===== src/rtl/ndvi_pkg.sv =====
// Shared types, constants and the palette table of the NDVI pixel classifier.
package ndvi_pkg;

    // Field widths.
    localparam int PIX_W   = 8;
    localparam int GAIN_W  = 24;
    localparam int OFFS_W  = 25;
    localparam int CFG_IDX_W  = 3;
    localparam int CFG_DATA_W = 25;
    localparam int CLS_W   = 3;

    // Datapath widths: gain * pixel fits 32 bits, adding a signed offset needs 34,
    // the sum and difference of two reflectances 35, their negation 36, and five
    // times a normalised value 39 (40 with one guard bit on top).
    localparam int PROD_W = GAIN_W + PIX_W;
    localparam int REFL_W = PROD_W + 2;
    localparam int SUM_W  = REFL_W + 1;
    localparam int NORM_W = SUM_W + 1;
    localparam int CMP_W  = NORM_W + 4;

    // Pipeline stages.
    localparam int NUM_STAGES = 5;
    localparam int STG_MUL  = 0;
    localparam int STG_REFL = 1;
    localparam int STG_SUM  = 2;
    localparam int STG_NORM = 3;
    localparam int STG_OUT  = 4;

    // Configuration register indexes.
    localparam logic [CFG_IDX_W-1:0] REG_NIR_GAIN   = 3'd0;
    localparam logic [CFG_IDX_W-1:0] REG_NIR_OFFSET = 3'd1;
    localparam logic [CFG_IDX_W-1:0] REG_RED_GAIN   = 3'd2;
    localparam logic [CFG_IDX_W-1:0] REG_RED_OFFSET = 3'd3;
    localparam logic [CFG_IDX_W-1:0] REG_DARK_LEVEL = 3'd4;

    // Reset values of the configuration registers.
    localparam logic [GAIN_W-1:0]        NIR_GAIN_RST   = 24'd48184;
    localparam logic signed [OFFS_W-1:0] NIR_OFFSET_RST = -25'sd301705;
    localparam logic [GAIN_W-1:0]        RED_GAIN_RST   = 24'd21703;
    localparam logic signed [OFFS_W-1:0] RED_OFFSET_RST = -25'sd196260;
    localparam logic [PIX_W-1:0]         DARK_LEVEL_RST = 8'd5;

    typedef logic [CLS_W-1:0] cls_t;

    // Class codes.
    localparam cls_t CLS_HIGH_GREEN = 3'd0;
    localparam cls_t CLS_MED_GREEN  = 3'd1;
    localparam cls_t CLS_LOW_GREEN  = 3'd2;
    localparam cls_t CLS_YELLOW     = 3'd3;
    localparam cls_t CLS_BLUE       = 3'd4;
    localparam cls_t CLS_HIGH_BLUE  = 3'd5;
    localparam cls_t CLS_BLACK      = 3'd6;

    typedef struct packed {
        logic [PIX_W-1:0] blue;
        logic [PIX_W-1:0] green;
        logic [PIX_W-1:0] red;
    } colour_t;

    // Load strobes for each pipeline stage, driven by the handshake control.
    typedef struct packed {
        logic [NUM_STAGES-1:0] load;
    } pipe_ctl_t;

    // Side information that travels with each request.
    typedef struct packed {
        logic red_nz;
        logic eof;
    } side_t;

    function automatic colour_t palette(input cls_t cls);
        colour_t c;
        case (cls)
            CLS_HIGH_GREEN: c = '{blue: 8'd0,   green: 8'd207, red: 8'd35};
            CLS_MED_GREEN:  c = '{blue: 8'd0,   green: 8'd236, red: 8'd39};
            CLS_LOW_GREEN:  c = '{blue: 8'd74,  green: 8'd231, red: 8'd100};
            CLS_YELLOW:     c = '{blue: 8'd106, green: 8'd251, red: 8'd236};
            CLS_BLUE:       c = '{blue: 8'd252, green: 8'd69,  red: 8'd83};
            CLS_HIGH_BLUE:  c = '{blue: 8'd191, green: 8'd0,   red: 8'd14};
            default:        c = '{blue: 8'd0,   green: 8'd0,   red: 8'd0};
        endcase
        return c;
    endfunction

endpackage


===== src/rtl/ndvi_ctrl.sv =====
// Valid/ready control of the classifier pipeline, with the side-information shift line.
module ndvi_ctrl
    import ndvi_pkg::*;
(
    input  logic      clk,
    input  logic      rst_n,
    input  logic      in_valid,
    output logic      in_ready,
    input  side_t     in_side,
    output logic      out_valid,
    input  logic      out_ready,
    output pipe_ctl_t ctl,
    output side_t     side_norm,
    output side_t     side_out
);

    logic [NUM_STAGES-1:0] valid_reg;
    logic [NUM_STAGES-1:0] valid_next;
    logic [NUM_STAGES-1:0] rdy;
    side_t                 side_reg [NUM_STAGES];

    // A stage may load when it is empty or when the stage after it moves on,
    // so bubbles are squeezed out even while the output is stalled.
    always_comb
    begin
        rdy[NUM_STAGES-1] = !valid_reg[NUM_STAGES-1] || out_ready;
        for (int k = NUM_STAGES - 2; k >= 0; k--)
        begin
            rdy[k] = !valid_reg[k] || rdy[k+1];
        end
    end

    always_comb
    begin
        valid_next[0] = rdy[0] ? in_valid : valid_reg[0];
        for (int k = 1; k < NUM_STAGES; k++)
        begin
            valid_next[k] = rdy[k] ? valid_reg[k-1] : valid_reg[k];
        end
    end

    always_ff @(posedge clk or negedge rst_n)
    begin
        if (!rst_n)
        begin
            valid_reg <= '0;
        end
        else
        begin
            valid_reg <= valid_next;
        end
    end

    always_ff @(posedge clk)
    begin
        if (rdy[0])
        begin
            side_reg[0] <= in_side;
        end
        for (int k = 1; k < NUM_STAGES; k++)
        begin
            if (rdy[k])
            begin
                side_reg[k] <= side_reg[k-1];
            end
        end
    end

    assign ctl.load  = rdy;
    assign in_ready  = rdy[0];
    assign out_valid = valid_reg[NUM_STAGES-1];
    assign side_norm = side_reg[STG_NORM];
    assign side_out  = side_reg[STG_OUT];

endmodule


===== src/rtl/ndvi_refl.sv =====
// Reflectance of one band: gain times pixel, then offset added unless the pixel is dark.
module ndvi_refl
    import ndvi_pkg::*;
(
    input  logic                      clk,
    input  pipe_ctl_t                 ctl,
    input  logic [PIX_W-1:0]          pix,
    input  logic [GAIN_W-1:0]         gain,
    input  logic signed [OFFS_W-1:0]  offset,
    input  logic [PIX_W-1:0]          dark_level,
    output logic signed [REFL_W-1:0]  refl
);

    logic [PROD_W-1:0]        prod_reg;
    logic                     dark_reg;
    logic signed [REFL_W-1:0] refl_reg;
    logic signed [REFL_W-1:0] refl_next;

    always_ff @(posedge clk)
    begin
        if (ctl.load[STG_MUL])
        begin
            prod_reg <= PROD_W'(gain) * PROD_W'(pix);
            dark_reg <= (pix < dark_level);
        end
    end

    always_comb
    begin
        if (dark_reg)
        begin
            refl_next = '0;
        end
        else
        begin
            refl_next = $signed({2'b00, prod_reg})
                      + REFL_W'(offset);
        end
    end

    always_ff @(posedge clk)
    begin
        if (ctl.load[STG_REFL])
        begin
            refl_reg <= refl_next;
        end
    end

    assign refl = refl_reg;

endmodule


===== src/rtl/ndvi_class.sv =====
// NDVI classing by cross-multiplied threshold compares, and palette lookup.
module ndvi_class
    import ndvi_pkg::*;
(
    input  logic                     clk,
    input  pipe_ctl_t                ctl,
    input  logic signed [REFL_W-1:0] nir_refl,
    input  logic signed [REFL_W-1:0] red_refl,
    input  logic                     red_nz,
    output cls_t                     cls_code,
    output colour_t                  colour
);

    logic signed [SUM_W-1:0]  diff_reg;
    logic signed [SUM_W-1:0]  sum_reg;
    logic signed [NORM_W-1:0] num_reg;
    logic signed [NORM_W-1:0] den_reg;
    logic                     zero_reg;
    logic signed [NORM_W-1:0] num_next;
    logic signed [NORM_W-1:0] den_next;
    logic signed [CMP_W-1:0]  num5;
    logic signed [CMP_W-1:0]  num2;
    logic signed [CMP_W-1:0]  den1;
    logic signed [CMP_W-1:0]  den3;
    logic signed [CMP_W-1:0]  den4;
    cls_t                     cls_next;
    cls_t                     cls_reg;
    colour_t                  colour_reg;

    // Difference and sum of the two reflectances.
    always_ff @(posedge clk)
    begin
        if (ctl.load[STG_SUM])
        begin
            diff_reg <= SUM_W'(nir_refl) - SUM_W'(red_refl);
            sum_reg  <= SUM_W'(nir_refl) + SUM_W'(red_refl);
        end
    end

    // Make the denominator non-negative so the compares need no sign cases.
    always_comb
    begin
        if (sum_reg[SUM_W-1])
        begin
            num_next = -NORM_W'(diff_reg);
            den_next = -NORM_W'(sum_reg);
        end
        else
        begin
            num_next = NORM_W'(diff_reg);
            den_next = NORM_W'(sum_reg);
        end
    end

    always_ff @(posedge clk)
    begin
        if (ctl.load[STG_NORM])
        begin
            num_reg  <= num_next;
            den_reg  <= den_next;
            zero_reg <= (sum_reg == '0);
        end
    end

    always_comb
    begin
        num5 = (CMP_W'(num_reg) <<< 2) + CMP_W'(num_reg);
        num2 = CMP_W'(num_reg) <<< 1;
        den1 = CMP_W'(den_reg);
        den3 = (CMP_W'(den_reg) <<< 1) + CMP_W'(den_reg);
        den4 = CMP_W'(den_reg) <<< 2;

        if (zero_reg)
        begin
            // Zero sum: the raw red byte is classed, which is either zero or above 0.8.
            cls_next = red_nz ? CLS_HIGH_GREEN : CLS_BLACK;
        end
        else if (num5 > den4)
        begin
            cls_next = CLS_HIGH_GREEN;
        end
        else if (num5 >= den3)
        begin
            cls_next = CLS_MED_GREEN;
        end
        else if (num5 >= den1)
        begin
            cls_next = CLS_LOW_GREEN;
        end
        else if (num_reg > 0)
        begin
            cls_next = CLS_YELLOW;
        end
        else if (num_reg == 0)
        begin
            cls_next = CLS_BLACK;
        end
        else if (num2 > -den1)
        begin
            cls_next = CLS_BLUE;
        end
        else
        begin
            cls_next = CLS_HIGH_BLUE;
        end
    end

    always_ff @(posedge clk)
    begin
        if (ctl.load[STG_OUT])
        begin
            cls_reg    <= cls_next;
            colour_reg <= palette(cls_next);
        end
    end

    assign cls_code = cls_reg;
    assign colour   = colour_reg;

endmodule


===== src/rtl/ndvi_pixel_classifier_top.sv =====
// Top level of the NDVI pixel classifier: configuration registers and pipeline.
//
// Usage: each request on the input channel (in_valid/in_ready) carries one pixel,
// a near-infrared byte and a red byte, plus an end-of-frame flag. Each pixel gives
// exactly one result on the output channel (out_valid/out_ready): a class code and
// its blue, green and red palette bytes, with the end-of-frame flag passed along.
// The pipeline has five register stages: multiply, offset and dark test, sum and
// difference, sign normalisation, threshold compare with palette lookup. A result
// is presented from the last of these stage registers, and one
// request is taken in every cycle as long as the receiver keeps out_ready high.
// When the receiver stalls, results wait in the pipeline registers and each stage
// still loads while a stage after it is empty, so up to five requests are held
// before in_ready falls; nothing is dropped or repeated.
// Reset empties the pipeline and sets the configuration registers to their
// default calibration. Registers are written through cfg_write/cfg_index/cfg_data
// in a single cycle and should only change while no pixel is in flight; writes to
// an index past the dark level are ignored.
module ndvi_pixel_classifier_top
    import ndvi_pkg::*;
(
    input  logic                  clk,
    input  logic                  rst_n,
    input  logic                  cfg_write,
    input  logic [CFG_IDX_W-1:0]  cfg_index,
    input  logic [CFG_DATA_W-1:0] cfg_data,
    input  logic                  in_valid,
    output logic                  in_ready,
    input  logic [PIX_W-1:0]      nir_pixel,
    input  logic [PIX_W-1:0]      red_pixel,
    input  logic                  end_of_frame,
    output logic                  out_valid,
    input  logic                  out_ready,
    output logic [PIX_W-1:0]      out_blue,
    output logic [PIX_W-1:0]      out_green,
    output logic [PIX_W-1:0]      out_red,
    output logic [CLS_W-1:0]      class_code,
    output logic                  frame_end
);

    logic [GAIN_W-1:0]        nir_gain_reg;
    logic signed [OFFS_W-1:0] nir_offset_reg;
    logic [GAIN_W-1:0]        red_gain_reg;
    logic signed [OFFS_W-1:0] red_offset_reg;
    logic [PIX_W-1:0]         dark_level_reg;

    pipe_ctl_t                ctl;
    side_t                    in_side;
    side_t                    side_norm;
    side_t                    side_out;
    logic signed [REFL_W-1:0] nir_refl;
    logic signed [REFL_W-1:0] red_refl;
    colour_t                  colour;
    cls_t                     cls_code;

    // Configuration registers; each keeps only its own width of the write data.
    always_ff @(posedge clk or negedge rst_n)
    begin
        if (!rst_n)
        begin
            nir_gain_reg   <= NIR_GAIN_RST;
            nir_offset_reg <= NIR_OFFSET_RST;
            red_gain_reg   <= RED_GAIN_RST;
            red_offset_reg <= RED_OFFSET_RST;
            dark_level_reg <= DARK_LEVEL_RST;
        end
        else if (cfg_write)
        begin
            case (cfg_index)
                REG_NIR_GAIN:   nir_gain_reg   <= cfg_data[GAIN_W-1:0];
                REG_NIR_OFFSET: nir_offset_reg <= $signed(cfg_data[OFFS_W-1:0]);
                REG_RED_GAIN:   red_gain_reg   <= cfg_data[GAIN_W-1:0];
                REG_RED_OFFSET: red_offset_reg <= $signed(cfg_data[OFFS_W-1:0]);
                REG_DARK_LEVEL: dark_level_reg <= cfg_data[PIX_W-1:0];
                default:
                begin
                end
            endcase
        end
    end

    // The zero-sum case needs only whether the raw red byte is non-zero.
    assign in_side.red_nz = (red_pixel != '0);
    assign in_side.eof    = end_of_frame;

    ndvi_ctrl u_ctrl (
        .clk       (clk),
        .rst_n     (rst_n),
        .in_valid  (in_valid),
        .in_ready  (in_ready),
        .in_side   (in_side),
        .out_valid (out_valid),
        .out_ready (out_ready),
        .ctl       (ctl),
        .side_norm (side_norm),
        .side_out  (side_out)
    );

    ndvi_refl u_nir_refl (
        .clk        (clk),
        .ctl        (ctl),
        .pix        (nir_pixel),
        .gain       (nir_gain_reg),
        .offset     (nir_offset_reg),
        .dark_level (dark_level_reg),
        .refl       (nir_refl)
    );

    ndvi_refl u_red_refl (
        .clk        (clk),
        .ctl        (ctl),
        .pix        (red_pixel),
        .gain       (red_gain_reg),
        .offset     (red_offset_reg),
        .dark_level (dark_level_reg),
        .refl       (red_refl)
    );

    ndvi_class u_class (
        .clk      (clk),
        .ctl      (ctl),
        .nir_refl (nir_refl),
        .red_refl (red_refl),
        .red_nz   (side_norm.red_nz),
        .cls_code (cls_code),
        .colour   (colour)
    );

    assign out_blue   = colour.blue;
    assign out_green  = colour.green;
    assign out_red    = colour.red;
    assign class_code = cls_code;
    assign frame_end  = side_out.eof;

endmodule


===== config.mk =====
export PLATFORM = sky130hd
export DESIGN_NAME = ndvi_pixel_classifier_top
export DESIGN_NICKNAME = d
export VERILOG_FILES = /design/src/rtl/ndvi_pkg.sv /design/src/rtl/ndvi_ctrl.sv /design/src/rtl/ndvi_refl.sv /design/src/rtl/ndvi_class.sv /design/src/rtl/ndvi_pixel_classifier_top.sv
export SDC_FILE = /design/constraint.sdc
export NUM_CORES = 2
export LEC_CHECK = 0
export BUFFER_PORTS_ARGS = -buffer_cell sky130_fd_sc_hd__buf_4
export CORE_MARGIN = 5
export CORE_UTILIZATION = 54
export CTS_CLUSTER_SIZE = 14
export DETAILED_ROUTE_END_ITERATION = 8
export PLACE_DENSITY = 0.81
export SYNTH_ARGS = -nofsm -noshare
export SYNTH_HDL_FRONTEND = slang
export SYNTH_HIERARCHICAL = 1
export SYNTH_SLANG_ARGS = --single-unit
export TNS_END_PERCENT = 5

===== constraint.sdc =====
create_clock -name clk -period 10.18 [get_ports clk]
set_input_delay 1.018 -clock clk [delete_from_list [all_inputs] [get_ports clk]]
set_output_delay 1.018 -clock clk [all_outputs]
set_load 0.05 [all_outputs]

==> impl_metrics.tcl <==
set metrics [dict create \
    antenna_found_initial 5 \
    final_common_cell "ha_1" \
    finalHoldViolCount 0 \
    cts-resized-gates 0 \
    slew_violations 0 \
    postRouteAntennaNets 0 \
    setup_tns_ns 0 \
    met2_length_microns 47400 \
    r2r_start "u_class/num_reg[0]$_DFFE_PP_" \
    cts_buffers 43 \
    layout_min_cycle_time_ns 6.897 \
    viasPerCell 5.794 \
    worst_pin_slew_ns 1.127 \
    cts_tree "yes" \
    fmax_mhz 145.0 \
    grt_max_degree 75 \
    area_growth_pct 7.075 \
    grtUsageTotal 0.2288 \
    die_area_sq_mm 0.08407 \
    reg2reg_to "u_class/colour[22]$_DFFE_PP_" \
    worst_ep_arrival_time_ns 7.31 \
    critPathLaunch "u_class/num_reg[0]$_DFFE_PP_" \
    max_cap_viol_count 0 \
    wl_met1_microns 41300 \
    wl_per_cell_microns 18.31 \
    holdCritPathClass "reg -> reg" \
    die_h_microns 290.0 \
    dr_wl_met3_microns 5906 \
    chipWidth_microns 290.0 \
    initial_core_util 0.5454 \
    drive_above_1_share 0.08218 \
    outcome "complete, no violations" \
    num-nets-final 5137 \
    yosys_warnings 6 \
    rows 102 \
    cts.path.max_buffers 3 \
    grt-ovfl-total 0 \
    crit_required_ns 10.59 \
    insertion_delay_ns 0.58 \
    crit_path_start_kind "flop" \
    avgSynthCellArea_sq_um 9.886 \
    rsz0062_at_grt "false" \
    skew_ns 0.02437 \
    r2r_cells 25 \
    htreeDepth 2 \
    num_vias 31210 \
    gp_congestion 0.9490 \
    grt_pass1_vias 31700 \
    final_cell_mix "ha_1 (508), inv_1 (464), and2_1 (311), edfxtp_1 (306), a21oi_1 (274)" \
    cts_hold_buf 0 \
    core_area_sq_mm 0.07759 \
    dpl.hpwl_microns 75870 \
    grt_pass1_wl_microns 160900 \
    largest_reg_flops 36 \
    maxSlewHeadroom 0.2291 \
    ff2ff_setup_slack_ns 3.28 \
    wl_microns 98590 \
    io_pins 80 \
    cts.sinks 417 \
    cts-root-buf "clkbuf_16" \
    synthCells 4281 \
    post_cts_buffers 0 \
    synth.cell_area_sq_mm 0.04232 \
    cp-endpoint "u_class/colour[22]$_DFFE_PP_" \
    first_pass_iters 5 \
    first_iter_violations 1938 \
    syn-num-nets 5109 \
    period_share 0.6775 \
    path_max_fanout 8 \
    port_buffers 79 \
    setup_violations 0 \
    endpoint_kind "flop" \
    cts.clk_slew.worst_paths_ns 0.06 \
    top_layer_used "met5" \
    crit_type "reg -> reg" \
    drc 0 \
]
==> worst min-delay path by stage <==
stage	from	to	slack (ns)	cells after the start
final	u_ctrl/side_reg[0][2]$_DFFE_PP_	u_ctrl/side_reg[0][4]$_DFFE_PP_	0.42	0
after global routing	u_ctrl/side_reg[0][5]$_DFFE_PP_	u_ctrl/side_reg[0][7]$_DFFE_PP_	0.42	0
after CTS	u_ctrl/side_reg[0][3]$_DFFE_PP_	u_ctrl/side_reg[0][5]$_DFFE_PP_	0.42	0
after detailed placement	u_ctrl/side_reg[0][3]$_DFFE_PP_	u_ctrl/side_reg[0][5]$_DFFE_PP_	0.41	0
after global placement	u_ctrl/side_reg[0][4]$_DFFE_PP_	u_ctrl/side_reg[0][6]$_DFFE_PP_	0.40	0
after floorplan	u_ctrl/side_reg[0][0]$_DFFE_PP_	u_ctrl/side_reg[0][2]$_DFFE_PP_	0.40	0
==> routing by layer <==
metal  global-route usage  vias to the layer above
li1                     -                    14960
met1               0.2902                    15110
met2               0.3938                      916
met3              0.04015                      206
met4              0.08531                       10
met5                    0                        -
==> metrics by stage <==
step | cell area, sq um | cells | setup WS (ns) | utilization | hold slack [ns]
global placement | 43810 | 5304 | 3.513 | 0.5646 | 0.4013
global route | 45310 | 5384 | 2.682 | 0.5839 | 0.4236
detailed placement | 43810 | 5304 | 3.357 | 0.5646 | 0.4062
CTS | 45310 | 5384 | 3.327 | 0.5839 | 0.4204
floorplan | 42320 | 4281 | 4.608 | - | 0.4003
finish | 45320 | 5386 | 3.283 | 0.5840 | 0.4188
==> layout make-up <==
class                           count  area (sq um)
Tap cell                         1040          1301
Inverter                          468          1757
Clock inverter                     23         312.8
Sequential cell                   417         12030
Antenna cell                        2         5.005
Clock buffer                       57          1190
Multi-Input combinational cell   3289         28050
Fill cell                        6437         32280
Timing Repair Buffer               90         675.6
==> worst max-delay path: stages (launching register included) <==
cell	delay (ns)
edfxtp_1	0.52
ha_1	0.27
inv_1	0.07
fa_1	0.40
nor2b_1	0.17
o211ai_1	0.14
a211oi_1	0.52
nor2_1	0.15
o211ai_1	0.38
a31oi_1	0.18
a31oi_1	0.40
a211o_1	0.23
a221oi_1	0.09
xnor2_1	0.29
ha_1	0.29
and3_1	0.17
a221oi_1	0.26
o21ai_0	0.16
or3_1	0.37
o21ai_0	0.41
a31o_2	0.25
and3_1	0.18
or2_2	0.16
inv_1	0.09
or3_1	0.41
o21ai_0	0.18
Power is left out: the tool's default activity adds up to more than one toggle a clock period on the data nets, which glitch-free logic cannot reach.
